--- src/rtl/psrl_pkg.sv ---
// ----------------------------------------------------------------------------
// psrl_pkg
// Shared types and constants for the per-source request rate limiter.
// ----------------------------------------------------------------------------
package psrl_pkg;

  // Verdict codes
  localparam logic [1:0] VERDICT_ACCEPT    = 2'd0;
  localparam logic [1:0] VERDICT_LIMITED   = 2'd1;
  localparam logic [1:0] VERDICT_UNTRACKED = 2'd2;

  // Register indexes (byte address bit 2)
  localparam logic [0:0] REG_WINDOW = 1'b0;
  localparam logic [0:0] REG_LIMIT  = 1'b1;

  // Register reset values
  localparam logic [31:0] WINDOW_RESET = 32'd60;
  localparam logic [15:0] LIMIT_RESET  = 16'd100;

  // Saturation value of the per-source count
  localparam logic [15:0] COUNT_MAX = 16'hFFFF;

  // Configuration handed from the register file to the datapath
  typedef struct packed {
    logic [31:0] window_seconds;
    logic [15:0] request_limit;
  } psrl_cfg_t;

  // Per-entry payload kept in the data memory
  typedef struct packed {
    logic [15:0] count;
    logic [31:0] window_start;
  } psrl_entry_t;

  // Lookup sequencer states
  typedef enum logic [1:0] {
    ST_IDLE,
    ST_READ,
    ST_CMP,
    ST_MISS
  } psrl_state_t;

endpackage

--- src/rtl/psrl_regs.sv ---
// ----------------------------------------------------------------------------
// psrl_regs
// APB-style configuration registers: window length and request limit.
// ----------------------------------------------------------------------------
module psrl_regs (
  input  logic                 clk,
  input  logic                 rst,
  input  logic                 psel,
  input  logic                 penable,
  input  logic                 pwrite,
  input  logic [2:0]           paddr,
  input  logic [31:0]          pwdata,
  output logic [31:0]          prdata,
  output logic                 pready,
  output psrl_pkg::psrl_cfg_t  cfg
);
  import psrl_pkg::*;

  logic [0:0] reg_sel;
  logic       wr_en;

  assign reg_sel = paddr[2:2];
  assign wr_en   = psel && penable && pwrite;
  assign pready  = 1'b1;

  // Hold the registers, update on a completed write transfer
  always_ff @(posedge clk) begin
    if (rst) begin
      cfg.window_seconds <= WINDOW_RESET;
      cfg.request_limit  <= LIMIT_RESET;
    end else if (wr_en) begin
      case (reg_sel)
        REG_WINDOW: cfg.window_seconds <= pwdata;
        REG_LIMIT:  cfg.request_limit  <= pwdata[15:0];
        default: ;
      endcase
    end
  end

  // Read mux
  always_comb begin
    case (reg_sel)
      REG_WINDOW: prdata = cfg.window_seconds;
      REG_LIMIT:  prdata = {16'd0, cfg.request_limit};
      default:    prdata = 32'd0;
    endcase
  end

endmodule

--- config.mk ---
export PLATFORM = sky130hd
export DESIGN_NAME = psrl_regs
export DESIGN_NICKNAME = d
export VERILOG_FILES = /design/src/rtl/psrl_pkg.sv /design/src/rtl/psrl_regs.sv
export SDC_FILE = /design/constraint.sdc
export NUM_CORES = 1
export LEC_CHECK = 0
export ABC_AREA = 1
export ABC_CLOCK_PERIOD_IN_PS = 800
export BUFFER_PORTS_ARGS = -buffer_cell sky130_fd_sc_hd__buf_2
export CAP_MARGIN = 15
export CORE_ASPECT_RATIO = 0.9
export CORE_UTILIZATION = 42
export CTS_BUF_LIST = sky130_fd_sc_hd__clkbuf_4
export DETAILED_ROUTE_END_ITERATION = 12
export PLACE_DENSITY = 0.78
export SLEW_MARGIN = 20
export SYNTH_ARGS = -nofsm -noshare
export SYNTH_HDL_FRONTEND = slang
export SYNTH_SLANG_ARGS = --single-unit
--- constraint.sdc ---
create_clock -name clk -period 0.8 [get_ports clk]
set_input_delay 0.16 -clock clk [delete_from_list [all_inputs] [get_ports clk]]
set_output_delay 0.16 -clock clk [all_outputs]
set_load 0.02 [all_outputs]
Word level (Yosys, flattened, before mapping)
Cells that the tools add are included.
- reductions and logical operators: 4
- mux-type cells: 1
- bitwise operators: 1
- operators by type and width (cell ; count):
    case mux 32 bit (2 select lines) ; 1
    AND reduction 2 bit ; 2
    logical AND 1 bit ; 2
    NOT 1 bit ; 1
- bits of input ports: 40
- logic and storage cells: 8
- bits in registers: 48
- output and inout bits: 81

Longest topological paths before layout
- word-level depth: 3
- depth in mapped cells: 6
- mapped depth without buffers: 5

Worst setup path after synthesis
OpenSTA, ideal clock, no wires.
- kind: input to output
- start: input port paddr[2]
- end: output port prdata[0]
- required time: 0.640 ns
- data arrival time: 0.793 ns
- cell stages on the path: 4
- path slack: -0.153 ns
- buffers on the path: 1
- cells stage by stage: inv_2 buf_1 nand2_1 nand2_1
- cells in the longest elaborated chain, start to end: 2
- ends and longest elaborated chain (what ; RTL line ; source):
    start, declared ; psrl_regs.sv:11 ; input logic [2:0] paddr,
    NOT 1 bit ; - ;
    case mux 32 bit (2 select lines) (*) ; psrl_regs.sv:42 ; case (reg_sel)
    end, declared ; psrl_regs.sv:13 ; output logic [31:0] prdata,
Every way passes the cells marked *; elsewhere a longest branch is shown, timed or not.

Worst setup path after layout
- start: register cfg[38] (netlist bit)
- end: output port prdata[22]
- cells in the longest elaborated chain, start to end: 1
- ends and longest elaborated chain (what ; RTL line ; source):
    start, declared ; psrl_regs.sv:15 ; output psrl_pkg::psrl_cfg_t cfg
    case mux 32 bit (2 select lines) ; psrl_regs.sv:42 ;
No other way between the ends.

==> impl_summary.txt <==
----------------------------------------------------
[Outcome]
  Result of the run ... finished with violations
  Violations in the final reports ... negative setup slack

[Timing]
  Final-report max-slew violation count ... 0
  Aggregate negative setup slack ... -23420 ps
  Number of setup violations in the final report ... 81
  Skew final ... 0 ps
  Share of the clock period used by the worst path after layout ... 147%
  Post-route minimum period ... between 1000 and 1500 ps
  Final Hold Fails ... 0
  Setup slack after layout ... -378 ps
  Unrepaired setup endpoints after global routing ... true
  Max Clock Freq ... between 800 and 900 MHz

[Setup path]
  Reg-to-reg setup timing slack ... -50 ps
  Startpoint of the worst-slack reg-to-reg timing path ... cfg[40]
  Biggest fanout along the worst timing path ... 3
  Critical path endpoint category ... output port
  Data arrival time of the worst path ... 1020 ps
  Data required, critical path ... 640 ps
  Critical path class ... reg2out
  Worst r2r path cells ... 4
  Capture instance of the worst register-to-register path ... cfg[40]
  Startpoint type of the worst setup path ... register

[GRT]
  Wire length of the first global-routing pass ... 11500 um
  Remaining global-route overflow ... 0
  Vias in the first global route ... ~2600
  All-Layer GR Usage ... 25.4%
  Largest net degree at the start of global routing ... 49
  Number of antenna violations at the first check in global routing ... 0

[Yosys]
  Area fraction in and, or, nand and nor cells after synthesis ... 44.9%
  Area share of the largest cell type after synthesis ... 41.7%
  Area fraction in compound gates after synthesis ... 0%
  Sequential cell area fraction in the yosys report ... 41.7%
  Avg Synthesized Cell Area ... between 6 and 7 sq um
  Leading cell types by total area after synthesis ... dfxtp_1 42%, nand2_1 17%, nor2_1 16%
  Area share of fa/ha/maj cells after synthesis ... 0%
  FF+latch count, synth ... 48
  Synthesis warning total ... 0
  Mux cell area share after synthesis ... 0%
  Mapped cell area ... approximately 0.0023 sq mm
  Unique cell type count in the Yosys netlist ... 13
  Cell type with the highest aggregate area in the netlist ... dfxtp_1
  Gate Count Post-Synth ... ~380
  Main combinational cell family by area after synthesis ... simple AND/OR/NAND/NOR gates
  Post-synthesis net count ... 417
  Post-synthesis xor/xnor area fraction ... 0%

[Clock network]
  Root buffer cell ... clkbuf_4
  Maximum clock insertion buffer count ... 2
  CTS sink cnt ... 48
  # H-tree levels ... 2
  TritonCTS clock tree ... built
  Clock slew at the register clock pins of the worst setup and hold paths ... 130 ps
  Number of buffers created by CTS ... 5
  Worst-skew pair later-pin latency ... ~360 ps

[Placed design]
  Post-detailed-placement cell area ... 0.00336 sq mm
  Worst slack after detailed placement ... -336 ps
  Placed cell count ... 565
  Port buffer count ... 117
  Detailed-placement wirelength estimate ... ~4600 um
  Final Wtd Congestion ... between 0.7 and 0.8

[Floorplan]
  Number of rows in the core area ... 25
  Overall die area ... 0.00578 sq mm
  Core area ... roughly 0.0053 sq mm
  Overall die height ... 72.2 um
  Die extent in x ... 80.0 um
  Starting density of the core ... a little over two fifths
  Num ports ... 121

[Power and ir drop]
  Pwr/cell area ... 1210 mW/mm^2
  Total leakage power ... roughly 2.1 nW
  Worst voltage drop across the vdd grid ... 0.742 mV

[Layout]
  Registers with the highest flip-flop counts ... cfg (48)
  Number of nets in the finished design ... 562
  Area Overhead vs Synth ... 82.9%
  Proportion of layout cells with a drive suffix above 1 ... between 50 and 60%
  Antenna Cells ... 0
  Post-route insts no fill ... 590
  Final std cell area, no fill ... 0.00421 sq mm
  FF+latch area ... 0.00105 sq mm
  Most common cell after layout, fill and taps aside ... buf_6
  Commonest non-fill, non-tap cells in the layout ... 89 x buf_6, 82 x nor2_1, 65 x nand2_1, 48 x nand3_1, 41 x nand2_2
  Largest register by flop count ... cfg
  Area of the multi-input gates ... 0.00128 sq mm
  Max reg flops ... 48
  Fill count ... 337

[Route]
  Total wire length after detailed routing ... 8330 um
  Vias per cell ... 4.93
  Total number of vias ... 2911
  Length of the first detailed-routing pass in iterations ... 4
  Final routed wire length divided by cell count ... 14.1 um
  Count of antenna-violating nets left after detailed routing ... 0
  DR iter-0 viols ... between 100 and 150
  Post-route DRC violation count ... 0

[Worst hold path]
  Worst-case hold path end point ... cfg[20]
  Hold path start ... pwdata[4]
  Type of the most critical hold path ... in2reg
  Number of instances on the worst hold path ... 3

[Flow run]
  Maxcap violations ... 0

----------------------------------------------------
critical path, stage by stage (launching register included):
cell,delay (ps)
dfxtp_4,390
inv_2,50
nor2_4,90
buf_6,120
layout make-up:
cell class,instances,share of cell area (%)
multi-input cells,257,30.3
well taps,67,1.99
flip-flops and latches,48,24.8
clock inverters,1,0.0891
repair buffers,161,37.1
clock buffers,7,1.25
inverters,49,4.43
layer usage:
metal | vias to the layer above | wire length, um | GRT usage [%]
met5 | - | 0 | 0
met4 | 0 | 108 | 6.15
met3 | 11 | 531 | 6.04
met2 | 119 | 4580 | 49.3
met1 | 1375 | 3110 | 27.4
li1 | 1406 | - | -
metrics by stage:
| stage | hold slack, ps | util [%] | power (mW) |
|---|---|---|---|
| global placement | 390 | 64.0 | 3.64 |
| CTS | 10.7 | 74.0 | 4.98 |
| global route | -1.73 | 80.1 | 5.31 |
| detailed placement | 399 | 64.0 | 3.67 |
| floorplan | 286 | - | 3.25 |
| finish | 13.5 | 80.1 | 5.09 |
where the power goes:
part	total [mW]	switching [mW]	internal [mW]
Clock	1.17	0.760	0.407
Sequential	2.56	0.0979	2.47
Combinational	1.36	0.721	0.637
repair_timing:
| item | 4_1_cts | 5_1_grt |
|---|---|---|
| pin swaps | 24 | 17 |
| resized for setup | 179 | 64 |
| endpoints found under the setup margin | 80 | 87 |
| hold buffers | 0 | 0 |
| setup buffers | 2 | 15 |
cell families after synthesis:
family / Yosys count
buffers and inverters: 72
AND/OR/NAND/NOR: 256
other: 1
flip-flops: 48
how the worst max path moves through the flow:
| stage | cells after the start | startpoint | endpoint | slack, ps |
|---|---|---|---|---|
| 3_5_place_dp | 6 | paddr[2] | cfg[9] | -340 |
| 3_3_place_gp | 6 | paddr[2] | cfg[4] | -290 |
| 4_1_cts | 3 | cfg[12] | prdata[12] | -350 |
| 5_1_grt | 3 | cfg[38] | prdata[22] | -450 |
| 6_report | 3 | cfg[38] | prdata[22] | -380 |
| 2_1_floorplan | 6 | psel | cfg[1] | -30 |
cell usage after synthesis:
master / instances
nand2_1: 106
nor2_1: 98
nand3_1: 49
dfxtp_1: 48
inv_1: 48
buf_2: 11
buf_1: 5
buf_4: 5
clkbuf_1: 2
nor2_2: 2
conb_1: 1
inv_2: 1
nor2_4: 1
No activity file was read; power rests on OpenSTA's default activity.
